--- src/hw/rtl/jsud_pkg.sv ---
// Package: payload structs, phase enum, result/error codes and decode helpers for the JSON string decoder
`default_nettype none

package jsud_pkg;

    // Byte constants
    localparam logic [7:0] ChQuote     = 8'h22;
    localparam logic [7:0] ChBackslash = 8'h5C;
    localparam logic [7:0] ChSlash     = 8'h2F;
    localparam logic [7:0] ChZero      = 8'h30;
    localparam logic [7:0] ChLowU      = 8'h75;
    localparam logic [7:0] CtrlLimit   = 8'h20;

    // Register indexes on the config port
    localparam logic RegStoreOutput = 1'b0;
    localparam logic RegCapacity    = 1'b1;

    // Result kinds
    localparam logic [1:0] KindByte  = 2'd0;
    localparam logic [1:0] KindDone  = 2'd1;
    localparam logic [1:0] KindError = 2'd2;

    // Error codes
    localparam logic [2:0] ErrNoQuote      = 3'd0;
    localparam logic [2:0] ErrControl      = 3'd1;
    localparam logic [2:0] ErrEscape       = 3'd2;
    localparam logic [2:0] ErrUnicode      = 3'd3;
    localparam logic [2:0] ErrFull         = 3'd4;
    localparam logic [2:0] ErrUnterminated = 3'd5;
    localparam logic [2:0] ErrNone         = 3'd0;

    typedef enum logic [2:0] {
        PH_FINISHED,
        PH_BODY,
        PH_ESCAPE,
        PH_U0,
        PH_U1,
        PH_HIGH,
        PH_LOW
    } t_phase;

    typedef struct packed {
        logic       start_of_text;
        logic [7:0] text_byte;
    } t_item;

    typedef struct packed {
        logic [1:0] kind;
        logic [7:0] data_out;
        logic [2:0] error_code;
    } t_result;

    // Lowercase hex digit: bit 4 flags a valid digit, bits 3:0 the value
    function automatic logic [4:0] hex_digit(input logic [7:0] b);
        logic [4:0] r;
        r = 5'd0;
        if (b >= 8'h30 && b <= 8'h39) begin
            r = {1'b1, b[3:0]};
        end else if (b >= 8'h61 && b <= 8'h66) begin
            r = {1'b1, b[3:0] + 4'd9};
        end
        return r;
    endfunction

    // Simple escape map: bit 8 flags a known escape, bits 7:0 the decoded byte
    function automatic logic [8:0] simple_escape(input logic [7:0] b);
        logic [8:0] r;
        r = 9'd0;
        case (b)
            8'h22, 8'h5C, 8'h2F: r = {1'b1, b};
            8'h62:               r = {1'b1, 8'h08};
            8'h66:               r = {1'b1, 8'h0C};
            8'h6E:               r = {1'b1, 8'h0A};
            8'h72:               r = {1'b1, 8'h0D};
            8'h74:               r = {1'b1, 8'h09};
            default:             r = 9'd0;
        endcase
        return r;
    endfunction

endpackage

`default_nettype wire

--- src/hw/rtl/json_string_unescape_parser_top.sv ---
// Top level: JSON string literal decoder, one raw byte per transfer
//
//  Channel | Direction | Handshake                  | Payload
//  --------+-----------+----------------------------+----------------------------------
//  in      | input     | i_in_valid / o_in_stall    | i_in_data  (start_of_text, byte)
//  out     | output    | o_out_valid / i_out_stall  | o_out_data (kind, data, err code)
//  cfg     | input     | i_cfg_we, i_cfg_index      | i_cfg_data (16 bits)
//
//  One byte per cycle sustained while the output is not stalled; a byte that yields a result
//  sits in the input register, and one decode step then fills the result register.
//  The phase/count update is a single step of small logic, so bytes follow back to back.
//  Reset (i_rst_n low, synchronous) empties both registers, sets phase to finished,
//  store_output to 1 and capacity to 65535.
//  A stall on the output holds the result and backs up into o_in_stall only once the
//  input register also holds a byte.
`default_nettype none

module json_string_unescape_parser_top #(
    parameter int unsigned CAPACITY_MAX = 65535
) (
    input  wire                   i_clk,
    input  wire                   i_rst_n,
    input  wire                   i_in_valid,
    input  wire jsud_pkg::t_item  i_in_data,
    output logic                  o_in_stall,
    output logic                  o_out_valid,
    output jsud_pkg::t_result     o_out_data,
    input  wire                   i_out_stall,
    input  wire                   i_cfg_we,
    input  wire                   i_cfg_index,
    input  wire [15:0]            i_cfg_data
);
    import jsud_pkg::*;

    // Saturation bound clipped to the 16-bit capacity register
    localparam logic [15:0] CapClip =
        (CAPACITY_MAX > 65535) ? 16'hFFFF : CAPACITY_MAX[15:0];

    // Registers
    logic        r_store;
    logic [15:0] r_capacity;
    logic        r_in_valid;
    t_item       r_in;
    logic        r_out_valid;
    t_result     r_out;
    t_phase      r_phase;
    logic [3:0]  r_high;
    logic [15:0] r_count;

    // Next values
    t_phase      n_phase;
    logic [3:0]  n_high;
    logic [15:0] n_count;
    logic        n_res_valid;
    t_result     n_res;

    // Step decode
    logic        adv;
    logic [15:0] limit;
    logic        s_fail;
    logic [2:0]  s_code;
    logic        s_done;
    logic        s_emit;
    logic [7:0]  s_val;
    t_phase      s_phase;
    logic        s_full;
    logic        s_store_byte;
    logic [4:0]  hex;
    logic [8:0]  esc;
    logic [7:0]  b;

    assign b     = r_in.text_byte;
    assign hex   = hex_digit(b);
    assign esc   = simple_escape(b);
    assign limit = (r_capacity > CapClip) ? CapClip : r_capacity;

    // Decode stage advances when the input register holds a byte and the result register is free or draining
    assign adv        = r_in_valid && (!r_out_valid || !i_out_stall);
    assign o_in_stall = r_in_valid && !adv;
    assign o_out_valid = r_out_valid;
    assign o_out_data  = r_out;

    // Classify the byte in the input register against the current phase
    always_comb begin
        s_fail  = 1'b0;
        s_code  = ErrNone;
        s_done  = 1'b0;
        s_emit  = 1'b0;
        s_val   = b;
        s_phase = r_phase;
        if (r_in.start_of_text) begin
            if (r_store && limit == 16'd0) begin
                s_fail = 1'b1;
                s_code = ErrFull;
            end else if (b != ChQuote) begin
                s_fail = 1'b1;
                s_code = ErrNoQuote;
            end else begin
                s_phase = PH_BODY;
            end
        end else begin
            unique case (r_phase)
                PH_BODY: begin
                    if (b == 8'h00) begin
                        s_fail = 1'b1;
                        s_code = ErrUnterminated;
                    end else if (b == ChQuote) begin
                        s_done  = 1'b1;
                        s_phase = PH_FINISHED;
                    end else if (b == ChBackslash) begin
                        s_phase = PH_ESCAPE;
                    end else if (b < CtrlLimit) begin
                        s_fail = 1'b1;
                        s_code = ErrControl;
                    end else begin
                        s_emit = 1'b1;
                    end
                end
                PH_ESCAPE: begin
                    s_phase = PH_BODY;
                    if (esc[8]) begin
                        s_emit = 1'b1;
                        s_val  = esc[7:0];
                    end else if (b == ChLowU) begin
                        s_phase = PH_U0;
                    end else begin
                        s_fail = 1'b1;
                        s_code = ErrEscape;
                    end
                end
                PH_U0, PH_U1: begin
                    if (b != ChZero) begin
                        s_fail = 1'b1;
                        s_code = ErrUnicode;
                    end else begin
                        s_phase = (r_phase == PH_U0) ? PH_U1 : PH_HIGH;
                    end
                end
                PH_HIGH: begin
                    if (!hex[4]) begin
                        s_fail = 1'b1;
                        s_code = ErrUnicode;
                    end else begin
                        s_phase = PH_LOW;
                    end
                end
                PH_LOW: begin
                    if (!hex[4]) begin
                        s_fail = 1'b1;
                        s_code = ErrUnicode;
                    end else begin
                        s_phase = PH_BODY;
                        s_emit  = 1'b1;
                        s_val   = {r_high, hex[3:0]};
                    end
                end
                PH_FINISHED: begin
                    s_phase = PH_FINISHED;
                end
                default: begin
                    s_phase = PH_FINISHED;
                end
            endcase
        end
    end

    // Capacity check on a decoded byte in storing mode
    assign s_full       = s_emit && r_store && ({1'b0, r_count} + 17'd1 >= {1'b0, limit});
    assign s_store_byte = s_emit && r_store && !s_full;

    // Next state
    always_comb begin
        n_phase = (s_fail || s_full) ? PH_FINISHED : s_phase;
        n_high  = r_high;
        n_count = r_count;
        if (r_in.start_of_text) begin
            n_high  = 4'd0;
            n_count = 16'd0;
        end else begin
            if (r_phase == PH_HIGH && hex[4]) begin
                n_high = hex[3:0];
            end
            if (s_store_byte) begin
                n_count = r_count + 16'd1;
            end
        end
    end

    // Result
    always_comb begin
        n_res_valid         = s_fail || s_full || s_done || s_store_byte;
        n_res.kind          = KindByte;
        n_res.data_out      = 8'h00;
        n_res.error_code    = ErrNone;
        if (s_fail) begin
            n_res.kind       = KindError;
            n_res.error_code = s_code;
        end else if (s_full) begin
            n_res.kind       = KindError;
            n_res.error_code = ErrFull;
        end else if (s_done) begin
            n_res.kind       = KindDone;
        end else begin
            n_res.data_out   = s_val;
        end
    end

    // Config registers
    always_ff @(posedge i_clk) begin
        if (!i_rst_n) begin
            r_store    <= 1'b1;
            r_capacity <= 16'hFFFF;
        end else if (i_cfg_we) begin
            if (i_cfg_index == RegStoreOutput) begin
                r_store <= i_cfg_data[0];
            end else begin
                r_capacity <= i_cfg_data;
            end
        end
    end

    // Input register
    always_ff @(posedge i_clk) begin
        if (!i_rst_n) begin
            r_in_valid <= 1'b0;
        end else if (!o_in_stall) begin
            r_in_valid <= i_in_valid;
        end
    end

    always_ff @(posedge i_clk) begin
        if (i_in_valid && !o_in_stall) begin
            r_in <= i_in_data;
        end
    end

    // Parser state
    always_ff @(posedge i_clk) begin
        if (!i_rst_n) begin
            r_phase <= PH_FINISHED;
            r_high  <= 4'd0;
            r_count <= 16'd0;
        end else if (adv) begin
            r_phase <= n_phase;
            r_high  <= n_high;
            r_count <= n_count;
        end
    end

    // Result register
    always_ff @(posedge i_clk) begin
        if (!i_rst_n) begin
            r_out_valid <= 1'b0;
        end else if (adv) begin
            r_out_valid <= n_res_valid;
        end else if (!i_out_stall) begin
            r_out_valid <= 1'b0;
        end
    end

    always_ff @(posedge i_clk) begin
        if (adv && n_res_valid) begin
            r_out <= n_res;
        end
    end

    // Checks
    a_byte_no_code: assert property (@(posedge i_clk) disable iff (!i_rst_n)
        o_out_valid && o_out_data.kind == KindByte |-> o_out_data.error_code == ErrNone)
        else $error("decoded byte carries an error code");

    a_nonbyte_zero: assert property (@(posedge i_clk) disable iff (!i_rst_n)
        o_out_valid && o_out_data.kind != KindByte |-> o_out_data.data_out == 8'h00)
        else $error("status result carries nonzero data");

    a_byte_needs_store: assert property (@(posedge i_clk) disable iff (!i_rst_n)
        adv && n_res_valid && n_res.kind == KindByte |-> r_store)
        else $error("decoded byte emitted in validate-only mode");

    a_in_hold: assert property (@(posedge i_clk) disable iff (!i_rst_n)
        r_in_valid && !adv |=> r_in_valid && $stable(r_in))
        else $error("input register changed while blocked");

    a_error_finishes: assert property (@(posedge i_clk) disable iff (!i_rst_n)
        adv && n_res_valid && n_res.kind == KindError |=> r_phase == PH_FINISHED)
        else $error("parser not finished after error");

endmodule

`default_nettype wire

--- config.mk ---
export PLATFORM = sky130hd
export DESIGN_NAME = json_string_unescape_parser_top
export DESIGN_NICKNAME = d
export VERILOG_FILES = /design/src/hw/rtl/jsud_pkg.sv /design/src/hw/rtl/json_string_unescape_parser_top.sv
export SDC_FILE = /design/constraint.sdc
export NUM_CORES = 1
export LEC_CHECK = 0
export BUFFER_PORTS_ARGS = -buffer_cell sky130_fd_sc_hd__buf_2
export CAP_MARGIN = 20
export CORE_ASPECT_RATIO = 0.6
export CORE_MARGIN = 3
export CORE_UTILIZATION = 54
export DETAILED_ROUTE_END_ITERATION = 16
export PLACE_DENSITY = 0.88
export SLEW_MARGIN = 40
export SYNTH_ARGS = -nofsm -noshare
export SYNTH_HDL_FRONTEND = slang
export SYNTH_SLANG_ARGS = --single-unit
--- constraint.sdc ---
create_clock -name i_clk -period 3.4 [get_ports i_clk]
set_clock_uncertainty 0.1 [all_clocks]
set_input_delay 0.17 -clock i_clk [delete_from_list [all_inputs] [get_ports i_clk]]
set_output_delay 0.17 -clock i_clk [all_outputs]
set_load 0.02 [all_outputs]
## Word level (Yosys, flattened, before mapping)

Index checks and enable logic that the tools add are counted.

- $add $sub $neg: 3
- Order comparisons: 7
- Equality and inequality tests: 25
- Mux-type cells: 66
- Bitwise operators: 1
- Reductions and logical operators: 34

Operators with widths:

| kind | number |
|---|---|
| == test 8 x 7 -> 1 bit (second input constant) | 7 |
| case mux 9 bit (6 select lines) | 1 |
| 2-to-1 mux 16 bit | 3 |
| 2-to-1 mux 3 bit | 15 |
| 2-to-1 mux 1 bit | 29 |
| 2-to-1 mux 8 bit | 3 |
| adder 16 x 1 -> 17 bit (second input constant) | 1 |
| >= comparator 17 x 16 -> 1 bit | 1 |
| adder 16 x 1 -> 16 bit (second input constant) | 1 |
| == test 8 x 6 -> 1 bit (second input constant) | 2 |
| > comparator 16 bit (second input constant) | 1 |
| logical NOT 16 bit | 1 |
| inequality test 8 x 6 -> 1 bit (second input constant) | 2 |
| case mux 8 bit (2 select lines) | 1 |
| case mux 3 bit (5 select lines) | 1 |
| 2-to-1 mux 2 bit | 6 |
| inequality test 4 bit (second input constant) | 3 |
| case mux 3 bit (4 select lines) | 1 |
| logical AND 1 bit | 11 |
| 2-to-1 mux 5 bit | 2 |
| == test 3 bit (second input constant) | 3 |
| >= comparator 8 x 6 -> 1 bit (second input constant) | 1 |
| >= comparator 8 x 7 -> 1 bit (second input constant) | 1 |
| less-or-equal comparator 8 x 6 -> 1 bit (second input constant) | 1 |
| 21 further kinds | 38 |

- Register bits after elaboration: 64
- Bits of input ports: 31
- Output and inout port bits: 15

## Longest topological paths before layout

Gate-level depths: netlist of the first run.

- Depth after elaboration: 13
- Depth in mapped cells: 15
- Mapped depth without buffers: 13

## Worst setup path after synthesis of the first run

OpenSTA, ideal clock, no wires.

- Path type: reg2reg
- Start: register r_count[0]
- End: register r_count[1]
- Setup time: 122 ps
- Data arrival time: 3395 ps
- Required time: 3178 ps
- Path slack: -217 ps
- Cell stages (with the launch flop): 15
- Period minus slack after synthesis: 3617 ps
- Cell sequence: dfxtp_1 -> ha_1 -> nand3_1 -> nor4_1 -> nand2_1 -> nor2_1 -> xor2_1 -> ha_1 -> nand3_1 -> nor2_1 -> a221oi_1 -> nand4_1 -> buf_2 -> o2111a_1 -> a311o_1

- Cells in the longest elaborated chain, start to end: 7
- Elaborated cells on any way between the ends: 10
- Those cells by class: 2 x add/sub; 1 x order compare; 2 x mux; 5 x reduce/logical

Ends and longest elaborated chain:

| what | RTL line | text |
|---|---|---|
| from (decl) | json_string_unescape_parser_top.sv:48 | `logic [15:0] r_count;` |
| from (signal assigned) | json_string_unescape_parser_top.sv:246 | `r_count <= n_count;` |
| adder 16 x 1 -> 17 bit | json_string_unescape_parser_top.sv:168 | `assign s_full = s_emit && r_store && ({1'b0, r_count} + 17'd1 >= {1'b0, limit});` |
| >= comparator 17 x 16 -> 1 bit | json_string_unescape_parser_top.sv:168 |  |
| logical AND 1 bit | json_string_unescape_parser_top.sv:168 |  |
| logical NOT 1 bit | json_string_unescape_parser_top.sv:169 | `assign s_store_byte = s_emit && r_store && !s_full;` |
| logical AND 1 bit | json_string_unescape_parser_top.sv:169 |  |
| nonzero test 2 bit (no line) | - |  |
| AND reduction 2 bit (no line) | - |  |

Parallel ways exist; a longest one is shown, timed or not. The select of a mux whose other input is x is not followed.
A chain may end at the register's enable or synchronous reset.

## Worst setup path after layout of the first run

- Start: register r_count[1]
- End: register r_count[13]

The elaborated chain is that of the path after synthesis.

==> reports/results.tsv, run 1 <==
metric	value	unit
status	finished with violations	
failing checks	negative setup slack	
crit path from	r_count[1]	
ys flop type	dfxtp_1	
row count	24	
Total Routing Usage GR	28.5	%
count of final setup violators	4	
area of the mapped netlist	4170	µm²
Post-route DRC	0	
CTS tree	done	
syn_area_per_cell	8.37	µm²
Max-slew headroom	53.1	%
r2r startpoint	r_count[1]	
WP data arrival	3.61	ns
Seq/Total Area, Yosys	36.0	%
ANT cells	0	
Core Util, Final	73.3	%
# IOs	46	
Post-DP HPWL	8430	µm
post-synthesis net count	551	
largest net degree at the start of global routing	56	
RSZ-0062 raised after global routing	yes	
top cells by count, synth	nand2_1 (51), nor2_1 (45), dfxtp_1 (42), nand3_1 (29)	
endpoints failing hold	0	
vias in the first global route	4003	
share of cells above drive strength 1	24.3	%
Pwr Density	376	nW/µm²
Max Freq	289	MHz
Final Cycle Share	102	%
initial antenna violation count	0	
Inserted Clock Buffers	9	
Die X	119	µm
Initial Utilization	56.5	%
share of the synthesized area in the top cell type	20.2	%
kind of critical path	flop to flop	
Post-Syn Instances	498	
Sink Count	64	
final setup TNS	-0.0963	ns
Leak Pwr	2.28	nW
Antenna Nets Post-Route	0	
Hold Path Class	input pin to flop	
Worst R2R Path Depth	14	
worst slew pin tran	0.702	ns
Layout Nets	637	
Critical Path Sink Type	flop	
global-route wire length before repair	20100	µm
drt wl/cell	19.6	µm
FF-to-FF End	r_count[13]	
Layout area overhead	29.9	%
initial DRC count	935	
Final min period	3.46	ns
Yosys reg bits	64	
fillcell total	475	
fin worst setup slack	-0.0575	ns
Clock Root Buffer	clkbuf_16	
DRT Pass-1 Iters	6	
grt ovf	0	
Core Box Area	7390	µm²
count leader, synth	nand2_1	
Clock transition at path regs	0.06	ns
critical path fanouts, max	6	
count of cell types in the netlist	61	
Chip Height	74.1	µm
H-Tree Depth	3	
Via density	6.56	
r2r setup slk	-0.06	ns
Max-Cap Viols	0	
Max clock buf depth	2	
PortBufs	45	
vias post-DR	4543	
die area	8850	µm²
routability cong.	0.953	
main area contributors after synthesis	dfxtp_1 (20%), edfxtp_1 (16%), ha_1 (6.6%)	
area leader, netlist	dfxtp_1	
Async S/R FF share, synth	0	%
Post-Route WL	13600	µm
worst path required time	3.55	ns
critical path startpoint category	flop	
fin. max-slew vios	0	
YS warnings	0	
worst skew pair latency	0.34	ns
number of synthesized flops with an enable pin	22	
IR drop worst, VDD	0.000386	V
worst setup path endpoint	r_count[13]	
kinds of logic after synthesis:
logic type | after synthesis | share of synthesized area, %
and+or+nand+nor | 211 | 25.9
AOI/OAI and AO/OA | 124 | 21.8
DFF | 64 | 36.0
buffers and inverters | 56 | 5.16
adders and majority gates | 22 | 6.60
xor gates and xnor gates | 16 | 3.36
muxes | 5 | 1.20
critical path, cell delays in order, from the launching register on:
cell	delay (ns)
dfxtp_4	0.38
ha_4	0.16
nand3_4	0.11
nor4_4	0.36
buf_4	0.20
xor2_1	0.18
ha_1	0.28
a21o_1	0.17
a21o_1	0.17
a21oi_1	0.17
or2_2	0.15
nand4_1	0.10
buf_6	0.17
or4_4	0.50
a31oi_1	0.18
cells in the final DEF (no fill, tap or decap), types with 4 or more instances in the layout:
master         count
a21oi_1           22
nor4_1             5
buf_4             31
a22oi_1            4
edfxtp_1          22
clkbuf_16          9
o21ai_1            6
or3_1              9
xnor2_1            6
inv_1             23
nor2_1            42
dfxtp_1           33
and3_1             9
buf_2             45
ha_1              21
a32oi_1            9
o21ai_0           13
dfxtp_2            7
nand4_1            9
buf_6              6
nand2b_1           5
nand2_1           51
nand3_1           27
nor2b_1            6
nor3_1            13
xor2_1             8
mux2i_1            5
a21o_1             7
o211ai_1          26
nor3b_1            4
dlygate4sd3_1     25
or4_1              4
worst min path at each step:
stage	slack (ns)	start	depth (start not counted)	endpoint
final	0.07	i_cfg_data[9]	3	r_capacity[9]
after global routing	0.11	i_out_stall	3	o_out_valid
after CTS	0.02	i_cfg_data[9]	3	r_capacity[9]
after detailed placement	0.25	i_in_data[4]	1	b[4]
after global placement	0.25	i_in_data[0]	1	b[0]
after floorplan	0.17	i_in_data[0]	0	b[0]
power by group:
part / internal (mW) / leakage, nW / switching, mW
clock network: 0.639 / 0.156 / 0.346
logic: 0.0852 / 1.56 / 0.126
registers: 0.818 / 0.558 / 0.0250
total: 1.54 / 2.28 / 0.497
per-layer routing:
layer | global-route usage, % | wire, µm | share of wire (%)
met1 | 39.1 | 5480 | 40
met2 | 43.3 | 5870 | 43
met3 | 8.66 | 1740 | 13
met4 | 10.4 | 477 | 3.5
met5 | 0 | 0 | 0
state kept, by name (all words and copies together), names as in the netlist:
name         count
r_high           4
r_capacity      16
r_in             1
o_out_data      13
r_store          1
r_in_valid       1
r_phase          3
o_out_valid      1
r_count         16
b                8
metrics by stage:
step | total power [mW] | instances | worst slack, ns | instance area, µm² | hold slack [ns]
after global placement | 1.02 | 643 | 0.0653 | 4630 | 0.246
after CTS | 2.03 | 684 | 0.0217 | 5220 | 0.0226
after global routing | 2.10 | 693 | -0.249 | 5420 | 0.112
after detailed placement | 1.03 | 643 | -0.128 | 4630 | 0.248
after floorplan | 0.968 | 498 | 0.0327 | 4190 | 0.169
final | 2.04 | 693 | -0.0575 | 5420 | 0.0655
timing repair:
action / 4_1_cts / 5_1_grt
setup buffers: 0 / 9
setup endpoints to repair: 18 / 27
pin swaps: 2 / 18
endpoints found under the hold margin: 26 / 0
hold buffers: 25 / 0
resized for setup: 7 / 44
area by class of cell:
class | instances | area, µm² | share of cell area, %
Timing Repair Buffer | 107 | 776 | 14.3
Tap cell | 104 | 130 | 2.40
Multi-Input combinational cell | 378 | 2590 | 47.8
Sequential cell | 64 | 1520 | 28.0
Clock buffer | 10 | 229 | 4.23
Inverter | 24 | 90.1 | 1.66
Clock inverter | 6 | 83.8 | 1.55
Note: power is estimated with default switching activity, not from simulation.
==> run 2, diff against run 1 <==
--- a/config.mk
+++ b/config.mk
@@ -9,9 +9,9 @@
 export CAP_MARGIN = 20
 export CORE_ASPECT_RATIO = 0.6
 export CORE_MARGIN = 3
-export CORE_UTILIZATION = 54
+export CORE_UTILIZATION = 45
 export DETAILED_ROUTE_END_ITERATION = 16
-export PLACE_DENSITY = 0.88
+export PLACE_DENSITY = 0.77
 export SLEW_MARGIN = 40
 export SYNTH_ARGS = -nofsm -noshare
 export SYNTH_HDL_FRONTEND = slang
==> run 2 against run 1 <==
Net effect:
- the flow now finishes without violations
- power is 7.5% lower
- core utilization is 12 points lower
- clock power is 15% lower
- critical endpoint is now r_count[5]
- highest routed layer unchanged
==> reports/results.tsv, run 2 (synthesis results as in run 1) <==
metric	value	unit	change
status	finished clean		
Clock Root Buffer	clkbuf_16		
count of final setup violators	0		-4
Worst R2R Path Depth	16		+2
FF-to-FF End	r_count[5]		
H-Tree Depth	3		unchanged
Clock transition at path regs	0.05	ns	about the same
Post-route DRC	0		unchanged
vias in the first global route	3939		-1.6%
routability cong.	0.972		+1.9%
Inst Count DP	660		+2.6%
Post-Route WL	12100	µm	-10%
WP data arrival	3.46	ns	-0.15 ns
worst path required time	3.52	ns	-0.03 ns
Final Cycle Share	98.4	%	-3.2 points
worst skew pair latency	0.34	ns	about the same
vias post-DR	4274		-5.9%
DRT Pass-1 Iters	7		+1
critical path startpoint category	flop		
die area	10500	µm²	+19%
Chip Height	80.6	µm	+8.8%
r2r setup slk	0.05	ns	+0.11 ns
Sink Count	64		unchanged
Hold Path Class	input pin to flop		
Inserted Clock Buffers	9		unchanged
Worst path depth	16		+2
Comb power frac	10.7	%	+0.3 points
Initial Utilization	47.7	%	-8.8 points
Layout Nets	641		+0.63%
fin. max-slew vios	0		unchanged
Antenna Nets Post-Route	0		unchanged
# IOs	46		unchanged
Max Freq	299	MHz	+3.3%
most frequent cells in the layout	nand2_1 (50), buf_2 (45), nor2_1 (43)		
ANT cells	0		unchanged
endpoints failing hold	0		unchanged
largest net degree at the start of global routing	56		unchanged
hold depth	3		unchanged
CP max-delay cell	dfxtp_4		
fillcell total	712		+50%
PortBufs	45		unchanged
Total Routing Usage GR	23.6	%	-4.9 points
critical path fanouts, max	5		-1
initial DRC count	377		-60%
worst slew pin tran	0.706	ns	+0.00309 ns
Layout area overhead	28.9	%	
Worst Path Buf+Inv	4		+2
Post-DP HPWL	8330	µm	-1.2%
Internal	1.41	mW	-8.5%
CP max stage delay	0.37	ns	-0.13 ns
Via density	6.06		-7.5%
Die X	130	µm	+9.1%
global-route wire length before repair	19500	µm	-2.6%
row count	26		+8.3%
Leak Pwr	2.26	nW	-0.73%
Sw Ratio	25.2	%	+0.82 points
Critical Path Sink Type	flop		
Max clock buf depth	2		unchanged
Max-Cap Viols	0		unchanged
CTS tree	done		
critical path's most frequent cell	buf_4		
Seq pwr share	44.7	%	+3.4 points
Final min period	3.35	ns	-0.110 ns
end of the worst hold path	o_out_valid		
r2r startpoint	r_count[0]		
critical path, cell by cell	ha_4, nand3_4, nor4_4, nand2_1, buf_4, xnor2_1, ha_1, nand4_1, nor2_2, buf_4, nand3_1, nand4_1, buf_6, buf_4, nor3_1, or3_1		
Max-slew headroom	52.9	%	-0.21 points
Top delay family on crit path	simple AND/OR/NAND/NOR gates		
IR drop worst, VDD	0.000224	V	-42%
Core Util, Final	61.4	%	-12 points
P_sw	0.476	mW	-4.3%
drt wl/cell	17.2	µm	-12%
share of cells above drive strength 1	22.3	%	-2.0 points
final setup TNS	0	ns	+0.0963 ns
Pwr Density	351	nW/µm²	-6.8%
Clock power frac	44.6	%	-3.7 points
commonest non-fill, non-tap cell in the layout	nand2_1		
Core Box Area	8750	µm²	+18%
HP Start	i_out_stall		
kind of critical path	flop to flop		
initial antenna violation count	0		unchanged
post-route insts no fill	705		+1.7%
grt ovf	0		unchanged
-- run 2: changes by cell type in the layout (fill, tap and decap cells not counted), sizes merged --
| cell | previous run | this run |
|---|---|---|
| buf | 82 | 85 |
| bufinv | 2 | 0 |
| clkbuf | 10 | 12 |
| clkinv | 4 | 3 |
| clkinvlp | 0 | 1 |
| dlygate4sd3 | 25 | 26 |
-- run 2: worst max-delay path by stage --
| stage | slack, ns | from | end |
|---|---|---|---|
| floorplan | 0.03 | r_count[0] | r_count[1] |
| global placement | 0.07 | r_count[0] | r_count[2] |
| global route | -0.03 | r_count[0] | r_count[5] |
| detailed placement | -0.08 | r_count[0] | r_count[2] |
| CTS | 0.03 | r_count[0] | r_count[2] |
| finish | 0.05 | r_count[0] | r_count[5] |
-- run 2: worst register-to-register path: cells and delay by family, from the launching register on --
kind	cells	cell delay, ns
buffers and inverters	4	0.61
adders and majority gates	2	0.46
and+or+nand+nor	9	1.55
DFF	1	0.37
xor gates and xnor gates	1	0.13
-- run 2: through the flow --
stage	cell area [µm²]	power, mW	setup slack, ns	hold slack, ns
floorplan	4190	0.968	0.0327	0.169
global placement	4710	1.02	0.0675	0.247
detailed placement	4710	1.03	-0.0805	0.249
CTS	5280	1.88	0.0278	0.0372
global route	5380	1.95	-0.0275	0.0664
finish	5380	1.89	0.0528	0.0386
-- run 2: cell type report --
type	count	area (µm²)	share of cell area (%)
Multi-Input combinational cell	378	2580	48.0
Sequential cell	64	1510	28.0
Timing Repair Buffer	111	790	14.7
Clock buffer	12	246	4.58
Tap cell	112	140	2.61
Inverter	24	90.1	1.68
Clock inverter	4	21.3	0.396
-- run 2: power by group through the flow --
stage / clock, mW / combinational (mW) / sequential [mW]
finish: 0.842 / 0.202 / 0.844
CTS: 0.844 / 0.195 / 0.843
global placement: 0 / 0.166 / 0.858
global route: 0.879 / 0.223 / 0.846
detailed placement: 0 / 0.170 / 0.858
floorplan: 0 / 0.112 / 0.856
-- run 2: metal layers --
layer	global-route usage, %	share of wire, %	wire length, µm
met3	6.71	10	1270
met2	33.6	41	4950
met5	0	0	0
met4	6.02	1.4	176
met1	34.6	47	5750
-- run 2: timing repair --
item	4_1_cts	5_1_grt
resized for setup	6	19
pin swaps	2	6
setup buffers	3	0
endpoints found under the setup margin	17	27
hold buffers	26	0
hold endpoints to repair	27	0
==> run 3, diff against run 2 <==
--- a/config.mk
+++ b/config.mk
@@ -11,6 +11,7 @@
 export CORE_MARGIN = 3
 export CORE_UTILIZATION = 45
 export DETAILED_ROUTE_END_ITERATION = 16
+export MAX_ROUTING_LAYER = met4
 export PLACE_DENSITY = 0.77
 export SLEW_MARGIN = 40
 export SYNTH_ARGS = -nofsm -noshare
==> run 3 against run 2 <==
Net effect:
- wire length up 4.0%
- cell count up 0.85%
- largest power group is now clock
- power rose by 4.3%
- die area unchanged
- non-clock buffer count grew 6
==> reports/results.tsv, run 3 (synthesis results as in run 1) <==
metric	value	unit	change
Max-slew headroom	51.3	%	-1.6 points
H-Tree Depth	3		unchanged
Core Util, Final	62.1	%	+0.70 points
Final min period	3.34	ns	-0.00948 ns
DRT Pass-1 Iters	5		-2
Max clock buf depth	2		unchanged
grt ovf	0		unchanged
Max-Cap Viols	0		unchanged
final setup TNS	0	ns	unchanged
IR drop worst, VDD	0.000237	V	+5.7%
Pwr Density	362	nW/µm²	+3.1%
CTS tree	done		
vias in the first global route	3916		-0.58%
Inst Count DP	661		+0.15%
Post-Route WL	12600	µm	+4.0%
# IOs	46		unchanged
Layout area overhead	30.4	%	
Clock Root Buffer	clkbuf_16		
Die X	130	µm	unchanged
Initial Utilization	47.7	%	unchanged
commonest non-fill, non-tap cell in the layout	nand2_1		
global-route wire length before repair	20000	µm	+2.3%
Total Routing Usage GR	25.0	%	+1.4 points
worst slew pin tran	0.729	ns	+0.0234 ns
row count	26		unchanged
critical path fanouts, max	6		+1
status	finished clean		
Max Freq	300	MHz	+0.28%
Top delay family on crit path	compound AO/OA/AOI/OAI gates		
kind of critical path	flop to flop		
critical path startpoint category	flop		
PortBufs	45		unchanged
Sink Count	64		unchanged
Layout Nets	647		+0.94%
Core Box Area	8750	µm²	unchanged
count of final setup violators	0		unchanged
critical path, cell by cell	ha_2, nand3_4, nor4_4, buf_4, buf_4, xor2_1, ha_1, a21o_1, a21o_1, a21oi_1, or2_2, nand4_1, buf_6, buf_6, o211a_1, o31a_1		
routability cong.	0.981		+0.95%
vias post-DR	4273		-0.023%
Final Cycle Share	98.2	%	-0.28 points
Worst Path Buf+Inv	4		unchanged
worst skew pair latency	0.34	ns	about the same
largest net degree at the start of global routing	56		unchanged
worst path required time	3.52	ns	about the same
Post-route DRC	0		unchanged
Post-DP HPWL	8710	µm	+4.5%
Clock transition at path regs	0.05	ns	about the same
Via density	6.01		-0.87%
share of cells above drive strength 1	23.4	%	+1.1 points
CP max stage delay	0.35	ns	-0.02 ns
Antenna Nets Post-Route	0		unchanged
die area	10500	µm²	unchanged
WP data arrival	3.46	ns	about the same
Chip Height	80.6	µm	unchanged
Inserted Clock Buffers	9		unchanged
drt wl/cell	17.8	µm	+3.2%
initial DRC count	354		-6.1%
Hold Path Class	input pin to flop		
ANT cells	0		unchanged
initial antenna violation count	0		unchanged
fin. max-slew vios	0		unchanged
total chip power	1.97	mW	+4.3%
Design Area, Final	5440	µm²	+1.1%
post-route insts no fill	711		+0.85%
Leak Pwr	2.32	nW	+2.5%
DP Area	4720	µm²	+0.16%
endpoints failing hold	0		unchanged
most frequent cells in the layout	nand2_1 (50), buf_2 (45), buf_4 (44)		
Critical Path Sink Type	flop		
CP max-delay cell	dfxtp_2		
[run 3: final timing paths]
path / start / end / slack [ns] / cells past startpoint
max: r_count[0] / r_count[2] / 0.06 / 16
min: i_out_stall / o_out_valid / 0.05 / 3
max reg2reg: r_count[0] / r_count[2] / 0.06 / 16
min reg2reg: r_high[3] / r_high[3] / 0.37 / 2
[run 3: area by class of cell]
class | count | area, µm²
fill | 708 | 3310
clock inverter | 4 | 45.0
timing repair buffer | 117 | 838
clock buffer | 12 | 246
inverter | 24 | 90.1
multi-input combinational | 378 | 2570
sequential | 64 | 1510
tap | 112 | 140
[run 3: power breakdown]
group	total [mW]	switching (mW)	internal, mW	leakage (nW)
combinational	0.202	0.118	0.0835	1.62
clock	0.921	0.337	0.583	0.146
sequential	0.846	0.0259	0.820	0.555
[run 3: worst min-delay path, stage by stage]
cell and delay [ns]:
buf_2 0.10, nand2_1 0.09, a21oi_1 0.07
[run 3: stage by stage]
step	setup WS, ns	hold slack [ns]
2_1_floorplan	0.0327	0.169
3_3_place_gp	0.0798	0.246
3_5_place_dp	-0.143	0.248
4_1_cts	0.00500	0.0463
5_1_grt	-0.0323	0.0784
6_report	0.0623	0.0538
[run 3: routing by layer]
metal,wire [µm],GRT usage [%],vias to the layer above
met3,1340,6.78,17
met5,0,-,-
met1,5950,36.2,1996
met2,5170,33.7,228
met4,172,7.16,0
li1,-,-,2032
[run 3: repair_timing]
| item | in CTS | in global routing |
|---|---|---|
| endpoints found under the hold margin | 27 | 0 |
| resized for setup | 6 | 23 |
| pin swaps | 1 | 12 |
| hold buffers | 26 | 0 |
| cloned | 0 | 1 |
| setup endpoints to repair | 23 | 27 |
| buffers inserted | 1 | 6 |
